===== src/rtl/stp_pkg.sv =====
// ----------------------------------------------------------------------------
// stp_pkg
// Shared types and constants for the spectrum top-three peak picker.
// ----------------------------------------------------------------------------
package stp_pkg;

    localparam int LEVEL_W = 16;
    localparam int BIN_W   = 8;
    localparam int EDGE_W  = 9;
    localparam int CFG_IDX_W  = 2;
    localparam int CFG_DATA_W = 16;

    typedef logic signed [LEVEL_W-1:0] t_level;
    typedef logic [BIN_W-1:0]          t_bin;
    typedef logic [EDGE_W-1:0]         t_edge;

    // Configuration register indexes.
    typedef enum logic [CFG_IDX_W-1:0] {
        CFG_PEAK_FLOOR    = 2'd0,
        CFG_AVG_LOW_EDGE  = 2'd1,
        CFG_AVG_HIGH_EDGE = 2'd2
    } t_cfg_idx;

    localparam t_level PEAK_FLOOR_RST    = 16'sd0;
    localparam t_edge  AVG_LOW_EDGE_RST  = 9'd5;
    localparam t_edge  AVG_HIGH_EDGE_RST = 9'd122;

    // Control from the bin pipeline to the peak table.
    typedef struct packed {
        logic step;       // an item is processed this cycle
        logic judge;      // the middle level of the window is a candidate
        logic frame_end;  // this item closes the frame
    } t_tab_ctrl;

endpackage


===== src/rtl/stp_peak_table.sv =====
// ----------------------------------------------------------------------------
// stp_peak_table
// Sorted peak table: a candidate takes the first entry it strictly beats and
// pushes the entries below it down by one. Reloads the floor at frame end.
// ----------------------------------------------------------------------------
module stp_peak_table #(
    parameter int PEAK_SLOTS = 3
) (
    input  logic               i_clk,
    input  logic               i_rst_n,
    input  stp_pkg::t_tab_ctrl i_ctrl,
    input  stp_pkg::t_level    i_cand_level,
    input  stp_pkg::t_bin      i_cand_bin,
    input  stp_pkg::t_level    i_floor,
    output stp_pkg::t_level    o_next_level [PEAK_SLOTS],
    output stp_pkg::t_bin      o_next_bin [PEAK_SLOTS]
);
    import stp_pkg::*;

    t_level r_level [PEAK_SLOTS];
    t_bin   r_bin [PEAK_SLOTS];
    t_level n_level [PEAK_SLOTS];
    t_bin   n_bin [PEAK_SLOTS];

    // Only the first beaten entry takes the candidate; entries after it
    // take their upper neighbor.
    always_comb begin
        logic taken;
        taken = 1'b0;
        for (int j = 0; j < PEAK_SLOTS; j++) begin
            n_level[j] = r_level[j];
            n_bin[j]   = r_bin[j];
            if (taken) begin
                n_level[j] = r_level[(j > 0) ? j - 1 : 0];
                n_bin[j]   = r_bin[(j > 0) ? j - 1 : 0];
            end else if (i_ctrl.judge && (i_cand_level > r_level[j])) begin
                n_level[j] = i_cand_level;
                n_bin[j]   = i_cand_bin;
                taken      = 1'b1;
            end
        end
    end

    always_ff @(posedge i_clk) begin
        if (!i_rst_n) begin
            for (int j = 0; j < PEAK_SLOTS; j++) begin
                r_level[j] <= PEAK_FLOOR_RST;
                r_bin[j]   <= '0;
            end
        end else if (i_ctrl.step) begin
            for (int j = 0; j < PEAK_SLOTS; j++) begin
                r_level[j] <= i_ctrl.frame_end ? i_floor : n_level[j];
                r_bin[j]   <= i_ctrl.frame_end ? '0 : n_bin[j];
            end
        end
    end

    assign o_next_level = n_level;
    assign o_next_bin   = n_bin;

endmodule


===== src/rtl/spectrum_top3_peak_picker.sv =====
// ----------------------------------------------------------------------------
// spectrum_top3_peak_picker
// Picks the three highest window peaks of a spectrum frame and averages the
// edge bins. One result item leaves at the end of each frame.
// ----------------------------------------------------------------------------
// From input accept to the output, the path runs through the input register and the result register.
// Throughput: one bin per cycle; the input register feeds the window, compare
// and table insert logic, which feeds the result register.
// The input side stalls only when a frame result waits at the output.
// Reset (synchronous, active low) clears the frame state and loads the
// register reset values; no clearing pass follows.
module spectrum_top3_peak_picker #(
    parameter int FRAME_BINS = 256,
    parameter int PEAK_SLOTS = 3
) (
    input  logic                                i_clk,
    input  logic                                i_rst_n,
    input  logic                                i_cfg_we,
    input  logic [stp_pkg::CFG_IDX_W-1:0]       i_cfg_idx,
    input  logic [stp_pkg::CFG_DATA_W-1:0]      i_cfg_data,
    input  logic                                i_in_valid,
    output logic                                o_in_ready,
    input  stp_pkg::t_level                     i_level_db,
    input  logic                                i_last_bin,
    output logic                                o_out_valid,
    input  logic                                i_out_ready,
    output stp_pkg::t_level                     o_peak_level_a,
    output stp_pkg::t_level                     o_peak_level_b,
    output stp_pkg::t_level                     o_peak_level_c,
    output stp_pkg::t_bin                       o_peak_bin_a,
    output stp_pkg::t_bin                       o_peak_bin_b,
    output stp_pkg::t_bin                       o_peak_bin_c,
    output stp_pkg::t_level                     o_average_level
);
    import stp_pkg::*;

    localparam int BIN_LIMIT_I = ((FRAME_BINS - 1) < 255) ? (FRAME_BINS - 1) : 255;
    localparam t_bin BIN_LIMIT = t_bin'(BIN_LIMIT_I);

    // Configuration registers.
    t_level r_peak_floor;
    t_edge  r_avg_low_edge;
    t_edge  r_avg_high_edge;

    always_ff @(posedge i_clk) begin
        if (!i_rst_n) begin
            r_peak_floor    <= PEAK_FLOOR_RST;
            r_avg_low_edge  <= AVG_LOW_EDGE_RST;
            r_avg_high_edge <= AVG_HIGH_EDGE_RST;
        end else if (i_cfg_we) begin
            case (t_cfg_idx'(i_cfg_idx))
                CFG_PEAK_FLOOR:    r_peak_floor    <= t_level'(i_cfg_data);
                CFG_AVG_LOW_EDGE:  r_avg_low_edge  <= i_cfg_data[EDGE_W-1:0];
                CFG_AVG_HIGH_EDGE: r_avg_high_edge <= i_cfg_data[EDGE_W-1:0];
                default: ;
            endcase
        end
    end

    // Input register.
    logic   r_in_valid;
    t_level r_level;
    logic   r_last;

    // Frame state.
    t_level r_win0;
    t_level r_win1;
    t_bin   r_bin_cnt;
    t_level r_avg;

    logic   frame_end;
    logic   advance;
    logic   avg_hit;
    logic   rising;
    logic   falling;
    logic signed [LEVEL_W:0] avg_sum;
    t_level n_avg;
    t_tab_ctrl tab_ctrl;
    t_level tab_level [PEAK_SLOTS];
    t_bin   tab_bin [PEAK_SLOTS];
    t_level res_level [3];
    t_bin   res_bin [3];

    assign frame_end = r_last || (r_bin_cnt >= BIN_LIMIT);
    // A bin that closes no frame never waits on the output side.
    assign advance    = r_in_valid && (!frame_end || !o_out_valid || i_out_ready);
    assign o_in_ready = !r_in_valid || advance;

    always_ff @(posedge i_clk) begin
        if (!i_rst_n) begin
            r_in_valid <= 1'b0;
        end else if (o_in_ready) begin
            r_in_valid <= i_in_valid;
        end
    end

    always_ff @(posedge i_clk) begin
        if (i_in_valid && o_in_ready) begin
            r_level <= i_level_db;
            r_last  <= i_last_bin;
        end
    end

    assign avg_hit = ({1'b0, r_bin_cnt} < r_avg_low_edge) ||
                     ({1'b0, r_bin_cnt} > r_avg_high_edge);
    assign avg_sum = {r_level[LEVEL_W-1], r_level} + {r_avg[LEVEL_W-1], r_avg};
    assign n_avg   = avg_hit ? t_level'(avg_sum[LEVEL_W:1]) : r_avg;

    assign rising  = (r_win1 < r_win0) && (r_win0 < r_level);
    assign falling = (r_win1 > r_win0) && (r_win0 > r_level);

    assign tab_ctrl.step      = advance;
    assign tab_ctrl.judge     = (r_bin_cnt >= t_bin'(2)) && !rising && !falling;
    assign tab_ctrl.frame_end = frame_end;

    stp_peak_table #(
        .PEAK_SLOTS (PEAK_SLOTS)
    ) u_table (
        .i_clk        (i_clk),
        .i_rst_n      (i_rst_n),
        .i_ctrl       (tab_ctrl),
        .i_cand_level (r_win0),
        .i_cand_bin   (r_bin_cnt - t_bin'(1)),
        .i_floor      (r_peak_floor),
        .o_next_level (tab_level),
        .o_next_bin   (tab_bin)
    );

    always_ff @(posedge i_clk) begin
        if (!i_rst_n) begin
            r_win0    <= '0;
            r_win1    <= '0;
            r_bin_cnt <= t_bin'(1);
            r_avg     <= '0;
        end else if (advance) begin
            if (frame_end) begin
                r_win0    <= '0;
                r_win1    <= '0;
                r_bin_cnt <= t_bin'(1);
                r_avg     <= '0;
            end else begin
                r_win0    <= r_level;
                r_win1    <= r_win0;
                r_bin_cnt <= r_bin_cnt + t_bin'(1);
                r_avg     <= n_avg;
            end
        end
    end

    // Output fields beyond the table size show the current floor.
    for (genvar g = 0; g < 3; g++) begin : g_res
        if (g < PEAK_SLOTS) begin : g_tab
            assign res_level[g] = tab_level[g];
            assign res_bin[g]   = tab_bin[g];
        end else begin : g_floor
            assign res_level[g] = r_peak_floor;
            assign res_bin[g]   = '0;
        end
    end

    // Result register.
    logic   r_out_valid;
    t_level r_res_level [3];
    t_bin   r_res_bin [3];
    t_level r_res_avg;

    always_ff @(posedge i_clk) begin
        if (!i_rst_n) begin
            r_out_valid <= 1'b0;
        end else if (advance && frame_end) begin
            r_out_valid <= 1'b1;
        end else if (i_out_ready) begin
            r_out_valid <= 1'b0;
        end
    end

    always_ff @(posedge i_clk) begin
        if (advance && frame_end) begin
            r_res_level <= res_level;
            r_res_bin   <= res_bin;
            r_res_avg   <= n_avg;
        end
    end

    assign o_out_valid     = r_out_valid;
    assign o_peak_level_a  = r_res_level[0];
    assign o_peak_level_b  = r_res_level[1];
    assign o_peak_level_c  = r_res_level[2];
    assign o_peak_bin_a    = r_res_bin[0];
    assign o_peak_bin_b    = r_res_bin[1];
    assign o_peak_bin_c    = r_res_bin[2];
    assign o_average_level = r_res_avg;

endmodule


===== config.mk =====
export PLATFORM = sky130hd
export DESIGN_NAME = spectrum_top3_peak_picker
export DESIGN_NICKNAME = d
export VERILOG_FILES = /design/src/rtl/stp_pkg.sv /design/src/rtl/stp_peak_table.sv /design/src/rtl/spectrum_top3_peak_picker.sv
export SDC_FILE = /design/constraint.sdc
export NUM_CORES = 1
export LEC_CHECK = 0
export ABC_AREA = 1
export BUFFER_PORTS_ARGS = -buffer_cell sky130_fd_sc_hd__buf_2
export CORE_UTILIZATION = 55
export CTS_BUF_LIST = sky130_fd_sc_hd__clkbuf_4
export CTS_CLUSTER_DIAMETER = 80
export DETAILED_ROUTE_END_ITERATION = 8
export PLACE_DENSITY = 0.82
export SYNTH_ARGS = -nofsm -noshare
export SYNTH_HDL_FRONTEND = slang
export SYNTH_SLANG_ARGS = --single-unit

===== constraint.sdc =====
create_clock -name i_clk -period 4.9 [get_ports i_clk]
set_input_delay 0.98 -clock i_clk [delete_from_list [all_inputs] [get_ports i_clk]]
set_output_delay 0.98 -clock i_clk [all_outputs]
set_load 0.01 [all_outputs]

# After elaboration in Yosys (flattened, before gate mapping)
# Memory sizes are Yosys's and may differ from the RTL's.
# Index checks and enable logic that the tools add are counted.
[totals] input_bits=40 ff_bits=197 mem_bits_rw=72 out_inout_bits=90 wordCells=103 memories=2
[op_classes] n_reduce_logical=25 bitwise_logic=6 magnitude_cmp=11 n_eq_ne=2 add_sub_neg=3 mux=36
[memory_table] memory="u_table.r_level" words=3 width=16 rd=3 rd_ports_with_merged_regs=0 write_ports=3 line="stp_peak_table.sv:20" text="t_level r_level [PEAK_SLOTS];"
[memory_table] memory="u_table.r_bin" words=3 width=8 rd=3 rd_ports_with_merged_regs=0 write_ports=3 line="stp_peak_table.sv:21" text="t_bin r_bin [PEAK_SLOTS];"
[ops] op="$mux W16" n=15
[ops] op="$mux W8" n=12
[ops] op="$gt A16 B16 Y1" n=5
[ops] op="$lt A16 B16 Y1" n=2
[ops] op="$add A16 B16 Y17" n=1
[ops] op="$logic_and A1 B1 Y1" n=10
[ops] op="$gt A8 B9 Y1" n=1
[ops] op="$lt A8 B9 Y1" n=1
[ops] op="$mux W1" n=9
[ops] op="$add A8 B1 Y8 const B" n=1
[ops] op="$ge A8 B2 Y1 const B" n=1
[ops] op="$ge A8 B8 Y1 const B" n=1
[ops] op="$sub A8 B1 Y8 const B" n=1
[ops] op="$or A1 B1 Y1" n=6
[ops] op="$reduce_and A2 Y1" n=3
[ops] op="$logic_not A1 Y1" n=5
[ops] op="$logic_or A1 B1 Y1" n=5
[ops] op="$eq A2 B1 Y1 const B" n=1
[ops] op="$eq A2 B2 Y1 const B" n=1
[ops] op="$logic_not A2 Y1" n=1
[ops] op="$reduce_bool A2 Y1" n=1

# Logic depth before layout (Yosys ltp)
# Gate-level depths: netlist of the first run.
[depth] word_depth=11 mapped_depth=22

# Cells and area by module
# From an unflattened synthesis of the first run, not the netlist that was laid out.
[unflattened] cells_unflattened=1824 hier_area_um2=14965.6
[modules_own_cells] module="spectrum_top3_peak_picker" seq_area_each_um2=4994.8 instances=1 area_each_um2=9068.7 cells_each=1003
[modules_own_cells] module="stp_peak_table" seq_area_each_um2=2162.1 instances=1 area_each_um2=5896.9 cells_each=821

# Least setup slack after synthesis of the first run
# OpenSTA, ideal clock, no wires.
[synth_timing] kind="input to register" from="in i_out_ready" to="reg r_res_avg[0] (netlist: o_average_level[0]) (enable)" stages=6 setup_slack_ps=1372 path_buffers=0 setup_ps=442 arrival_time_ps=3086 cell_sequence="inv_1 > nand2_1 > o21ai_2 > inv_1 > nand2_1 > inv_1"
[synth_via] elab_chain_cells=3
[synth_rtl] element="start: declaration" line="spectrum_top3_peak_picker.sv:26" text="input logic i_out_ready,"
[synth_rtl] element="$logic_or A1 B1 Y1" line="spectrum_top3_peak_picker.sv:86" text="assign advance = r_in_valid && (!frame_end || !o_out_valid || i_out_ready);"
[synth_rtl] element="$logic_and A1 B1 Y1" line="spectrum_top3_peak_picker.sv:86"
[synth_rtl] element="$logic_and A1 B1 Y1" line="spectrum_top3_peak_picker.sv:178" text="if (advance && frame_end) begin"
[synth_rtl] element="end signal: assignment" line="spectrum_top3_peak_picker.sv:181" text="r_res_avg <= n_avg;"
[synth_rtl] element="end: declaration" line="spectrum_top3_peak_picker.sv:165" text="t_level r_res_avg;"
# No other way between the ends.
# A chain may end at the register's enable or synchronous reset.

==> metrics.md, run 1 <==
| Metric | Value |
|---|---|
| Most used flip-flop cell after synthesis | `edfxtp_1` |
| Antenna violations before repair | `2` |
| Root buffer cell | `clkbuf_4` |
| Largest net degree at the start of global routing | `75` |
| Gpl congestion | `0.954` |
| Vias/cell | `5.54` |
| Iteration-0 DRC Markers | `1,057` |
| Core Area | `25,300 µm²` |
| Clk Latency, worst-skew pair | `680 ps` |
| Gates resized, CTS repair | `0` |
| Outcome | `completed` |
| Routed vias | `12,100` |
| Pins Over Slew Limit | `0` |
| CTS clk-pin slew, worst paths | `70 ps` |
| Vias in the first global route | `11,800` |
| F_max | `272 MHz` |
| FF+latch area | `7160 µm²` |
| Final setup TNS | `0 ps` |
| Final Core Density | `63.7%` |
| Drt pass-1 iters | `6` |
| Min Tclk post-route | `3680 ps` |
| Area of the die | `26,700 µm²` |
| Final hold vios | `0` |
| Postcts setup bufs | `0` |
| Syn nets | `1,802` |
| Reg2reg setup slack | `1220 ps` |
| Worst EP required | `5420 ps` |
| Leak | `7.83 nW` |
| Sequential fraction of the synthesis area | `50.0%` |
| Critical Path End | `u_table.r_level[0][41]` |
| CTS Buf Count | `71` |
| Worst R2R End | `u_table.r_level[0][41]` |
| R2R depth | `11` |
| R2r startpoint | `r_win0[13]` |
| Leading area contributor after synthesis | `edfxtp_1` |
| Crit path DAT | `4200 ps` |
| Num rows | `58` |
| All-layer global routing usage | `27.2%` |
| DRC viols | `0` |
| Synth warn | `0` |
| Clock Skews | `45.9 ps` |
| Final HPWL DP | `24,400 µm` |
| Mapped Area | `14,300 µm²` |
| Crit. End Element | `register` |
| FF+latch count, synth | `269` |
| Crit path max fanout | `26` |
| Crit path from | `r_win0[13]` |
| Synth cell types | `42` |
| Initial Util | `56.5%` |
| Layout Cells excl Fill | `2,193` |
| WS Path Type | `register to register` |
| Synth top area cells | `edfxtp_1 37%, dfxtp_1 13%, nand2_1 11%` |
| Syn Inst Count | `1,648` |
| DR WL/cell | `16.0 µm` |
| Post-synth top area share | `37.1%` |
| Congestion Overflow GR | `0` |
| Async SR Flop Fraction | `0%` |
| PD cells | `335 nW/µm²` |
| Drt total wl | `35,200 µm` |
| Layout Area Growth over Synthesis | `12.6%` |
| Worst slew pin tran | `1260 ps` |
| IO Port Bufs | `129` |
| Nets | `1,963` |
| Tcrit/Tclk final | `75.0%` |
| Slew headroom | `16.1%` |
| Hold/Removal Path Class | `register to register` |
| # IOs | `130` |
| CTS sink cnt | `269` |
| Startpoint Class | `register` |
| Max IR drop VDD | `0.000263 V` |
| Max_cap viols | `0` |
| Syn Area/Cell | `8.69 µm²` |
| CTS Buffer Depth | `3` |
| Final setup vio count | `0` |
| Global-route wire length before repair | `57,200 µm` |
| Placed Instances | `2,066` |
| H-tree Lvls | `3` |
| Die Wd | `163 µm` |
| CTS tree | `done` |
| Remaining antenna violation count | `0` |
| Area of the multi-input gates | `6050 µm²` |
| Post-CTS Hold Buffers | `0` |
| RSZ-0062 raised after global routing | `false` |
| Fillers | `2,058` |
| Post-synth EDFFs | `177` |
| Chip height | `163 µm` |
| Layout cell share with drive strength beyond 1 | `15.2%` |
cell usage in the layout (no fill, tap or decap), drive strengths merged, types with 4 or more instances in the layout:
cell type | Yosys | layout
o21ai | 114 | 114
nand2 | 405 | 405
nand3 | 170 | 170
nor2 | 102 | 102
a21oi | 63 | 63
nand4 | 11 | 11
buf | 32 | 144
edfxtp | 177 | 177
o211ai | 6 | 6
o21a | 4 | 4
clkinv | 2 | 16
a21o | 7 | 7
inv | 218 | 219
ha | 113 | 113
and2 | 34 | 34
dfxtp | 92 | 92
or2 | 11 | 11
clkbuf | 24 | 108
xor2 | 12 | 12
nor3b | 4 | 4
nor3 | 9 | 9
xnor2 | 6 | 6
o22ai | 17 | 17
where the power goes:
group / internal, mW / total [mW] / leakage (nW) / switching [mW]
logic: 0.253 / 0.803 / 4.78 / 0.550
registers: 2.55 / 2.61 / 2.50 / 0.0606
clock network: 1.06 / 1.99 / 0.548 / 0.927
total: 3.86 / 5.40 / 7.83 / 1.54
cells by family (layout without fill, tap and decap cells):
family                     after synthesis  count (layout)  share of synthesized area, %
xor gates and xnor gates                18              18                          1.10
and+or+nand+nor                        748             748                          22.5
buffers and inverters                  276             490                          7.80
DFF                                    269             269                          50.0
other                                    0               1                             0
adders and majority gates              114             114                          10.0
AOI/OAI and AO/OA                      223             223                          8.55
critical path, cell delays in order (launching register included):
cell	delay, ps
dfxtp_1	410
ha_1	360
nand2_1	110
nor4_2	330
nand2_1	120
a21oi_1	240
nor2_4	120
o21ai_2	970
inv_2	450
nand2_1	190
nand3_1	100
nand2_1	110
flip-flops by register name (all words and copies together), names as in the netlist, 8 cells and up:
register and count:
o_average_level 16, o_peak_bin_a 8, o_peak_bin_b 8, o_peak_bin_c 8, o_peak_level_a 16, o_peak_level_b 16
o_peak_level_c 16, r_avg 16, r_avg_high_edge 9, r_avg_low_edge 9, r_bin_cnt 8, r_level 16
r_peak_floor 16, r_win0 16, r_win1 16, u_table.r_bin 24, u_table.r_level 48
metrics by stage:
stage	setup WS, ps	power [mW]	hold slack (ps)	cell area, µm²
detailed placement	1320	3.45	450	15200
global route	925	5.67	427	16100
global placement	1380	3.42	444	15200
floorplan	1370	3.21	429	14300
finish	1220	5.40	463	16100
CTS	1280	5.43	427	16100
per-layer routing:
metal	global-route usage (%)	vias to the layer above	wire, µm
li1	-	5857	-
met1	35.5	5615	14500
met2	43.1	553	16000
met3	5.28	114	3210
met4	13.8	2	1450
met5	0	-	8
cell type report:
class	instances	area share, %
Sequential cell	269	44.4
Clock buffer	108	5.03
Timing Repair Buffer	144	4.70
Inverter	220	5.14
Tap cell	330	2.56
Multi-Input combinational cell	1103	37.5
Clock inverter	18	0.644
Antenna cell	1	0.0155
worst min-delay path by stage:
stage	from	to	cells after the start	slack, ps
6_report	r_avg_low_edge[6]	r_avg_low_edge[6]	2	460
5_1_grt	i_level_db[12]	r_level[12]	1	430
4_1_cts	i_level_db[3]	r_level[3]	1	430
3_5_place_dp	r_win1[10]	r_win1[10]	2	450
3_3_place_gp	r_win1[12]	r_win1[12]	2	440
2_1_floorplan	r_avg_low_edge[0]	r_avg_low_edge[0]	2	430
cells in the mapped netlist (8+ instances only):
library cell    n
a21oi_1        61
and2_1         34
buf_2          23
clkbuf_1       24
dfxtp_1        92
edfxtp_1      177
ha_1          113
inv_1         214
nand2_1       403
nand3_1       170
nand4_1        11
nor2_1         98
nor3_1          8
o21ai_0        70
o21ai_1        42
o22ai_1        17
or2_0           8
xor2_1         12
Note: power is estimated with default switching activity, not from simulation.
==> run 2, diff against run 1 <==
==> constraint.sdc (replaced) <==
create_clock -name i_clk -period 3.4 [get_ports i_clk]
set_input_delay 0.68 -clock i_clk [delete_from_list [all_inputs] [get_ports i_clk]]
set_output_delay 0.68 -clock i_clk [all_outputs]
set_load 0.01 [all_outputs]
==> run 2 against run 1 <==
Clock power up 47%. Core utilization increased by 0.34 points. Flip-flop and latch count did not move. Critical path depth down 5. Register-to-register slack got worse by 930 ps. Combinational power up 46%. Global-route usage shrank 0.33 points. Die area is the same.
==> metrics.md, run 2 (synthesized netlist as in run 1, its figures left out) <==
| Metric | Value |
|---|---|
| Outcome | `completed` |
| Leak | `7.88 nW (+0.59%)` |
| Gpl congestion | `0.951 (-0.28%)` |
| Crit. End Element | `output port` |
| All-layer global routing usage | `26.9% (-0.33 points)` |
| Layout cell share with drive strength beyond 1 | `15.4% (+0.23 points)` |
| Fin area | `16,200 µm² (+0.54%)` |
| Gates resized, CTS repair | `0 (unchanged)` |
| Num rows | `58 (unchanged)` |
| Pre-CTS setup slack | `237 ps (-1080 ps)` |
| Crit path DAT | `2450 ps (-1750 ps)` |
| Die Wd | `163 µm (unchanged)` |
| H-tree Lvls | `3 (unchanged)` |
| Clock Skews | `41.2 ps (-4.66 ps)` |
| CTS clk-pin slew, worst paths | `70 ps (about the same)` |
| Setup WS post-layout | `266 ps (-959 ps)` |
| Max IR drop VDD | `0.000291 V (+11%)` |
| Hold/Removal Path Class | `input pin to register` |
| Pins Over Slew Limit | `0 (unchanged)` |
| DRC viols | `0 (unchanged)` |
| Max_cap viols | `0 (unchanged)` |
| FF+latch area | `7160 µm² (unchanged)` |
| DR WL/cell | `16.0 µm (-0.30%)` |
| Most flops, register | `u_table.r_level` |
| Global-route wire length before repair | `56,400 µm (-1.4%)` |
| Nets | `1,968 (+0.25%)` |
| Drt pass-1 iters | `7 (+1)` |
| Root buffer cell | `clkbuf_4` |
| Crit path max fanout | `19 (-27%)` |
| # IOs | `130 (unchanged)` |
| PD cells | `485 nW/µm² (+45%)` |
| Slew headroom | `26.4% (+10 points)` |
| Commonest non-fill, non-tap cells in the layout | `402 x nand2_1, 212 x inv_1, 177 x edfxtp_1, 170 x nand3_1, 129 x buf_2` |
| Vias in the first global route | `11,700 (-0.87%)` |
| CTS tree | `done` |
| Final HPWL DP | `24,000 µm (-1.6%)` |
| RSZ-0062 raised after global routing | `false` |
| Clk Latency, worst-skew pair | `670 ps (about the same)` |
| Congestion Overflow GR | `0 (unchanged)` |
| Commonest non-fill, non-tap cell in the layout | `nand2_1` |
| Core Area | `25,300 µm² (unchanged)` |
| WS Path Type | `register to output port` |
| Post-CTS Hold Buffers | `0 (unchanged)` |
| Chip height | `163 µm (unchanged)` |
| Vias/cell | `5.51 (-0.47%)` |
| Iteration-0 DRC Markers | `936 (-11%)` |
| Area of the multi-input gates | `6050 µm² (unchanged)` |
| CTS sink cnt | `269 (unchanged)` |
| Power, Total | `7.86 mW (+46%)` |
| IO Port Bufs | `129 (unchanged)` |
| Antenna violations before repair | `1 (-1)` |
| Largest net degree at the start of global routing | `89 (+19%)` |
| Min Tclk post-route | `3130 ps` |
| Initial Util | `56.5% (unchanged)` |
| Postcts setup bufs | `0 (unchanged)` |
| CTS Buf Count | `72 (+1.4%)` |
| Area of the die | `26,700 µm² (unchanged)` |
| Dpl cell area | `15,300 µm² (+0.36%)` |
| Fillers | `2,068 (+0.49%)` |
| Final setup vio count | `0 (unchanged)` |
| Largest regs | `u_table.r_level x48, u_table.r_bin x24` |
| Routed vias | `12,100 (-0.25%)` |
| Worst slew pin tran | `1100 ps (-156 ps)` |
| Remaining antenna violation count | `0 (unchanged)` |
| Worst EP required | `2720 ps (-2700 ps)` |
| CTS Buffer Depth | `3 (unchanged)` |
| Largest register FFs | `48 (unchanged)` |
| Tcrit/Tclk final | `92.2%` |
| Layout Area Growth over Synthesis | `13.2%` |
| Final setup TNS | `0 ps (unchanged)` |
| Drt total wl | `35,100 µm (about the same)` |
| Startpoint Class | `register` |
| F_max | `319 MHz` |
| Final hold vios | `0 (unchanged)` |
## run 2: cell types whose count changed in the layout (fill, tap and decap cells not counted), sizes merged
cell | previous run | this run
buf | 144 | 148
clkinv | 16 | 18
clkbuf | 108 | 107
clkinvlp | 2 | 1
bufinv | 1 | 2
## run 2: layout make-up
cell class / instances / share of cell area, %
repair buffers: 148 / 5.04
flip-flops and latches: 269 / 44.2
clock inverters: 20 / 0.841
well taps: 330 / 2.55
clock buffers: 107 / 4.96
inverters: 220 / 5.13
multi-input cells: 1103 / 37.3
diodes: 1 / 0.0154
## run 2: per-stage QoR
step	hold slack (ps)	cells	utilization (%)
finish	193	2198	64.0
global route	127	2198	64.0
CTS	143	2197	64.0
detailed placement	445	2070	60.3
global placement	445	2070	60.3
floorplan	429	1648	-
## run 2: critical path, cell delays in order, from the launching register on
cell and delay (ps):
dfxtp_1 520, nand2_1 150, nor3_2 210, nand2_1 90, nand2_2 260, nand4_1 320, buf_2 250
## run 2: path summary, 6_finish.rpt
check                         start                 end  slack [ps]  cells after the start
setup / recovery       r_bin_cnt[2]          o_in_ready         270                      6
hold / removal        i_level_db[8]          r_level[8]         190                      1
setup reg to reg         r_win0[15]  o_peak_level_c[14]         290                     16
hold reg to reg   r_avg_low_edge[0]   r_avg_low_edge[0]         460                      2
## run 2: per-layer routing
| metal | GRT usage (%) | up-vias | share of wire (%) |
|---|---|---|---|
| met5 | 0 | - | 0 |
| met4 | 13.0 | 0 | 3.1 |
| met3 | 6.55 | 98 | 9.5 |
| met2 | 41.8 | 584 | 45 |
| met1 | 35.2 | 5549 | 42 |
| li1 | - | 5880 | - |
## run 2: where the power goes
group          switching [mW]  leakage [nW]  total [mW]  internal, mW
clock network            1.33         0.565        2.93          1.59
logic                   0.799          4.81        1.17         0.374
registers              0.0854          2.50        3.76          3.68
total                    2.22          7.88        7.86          5.65
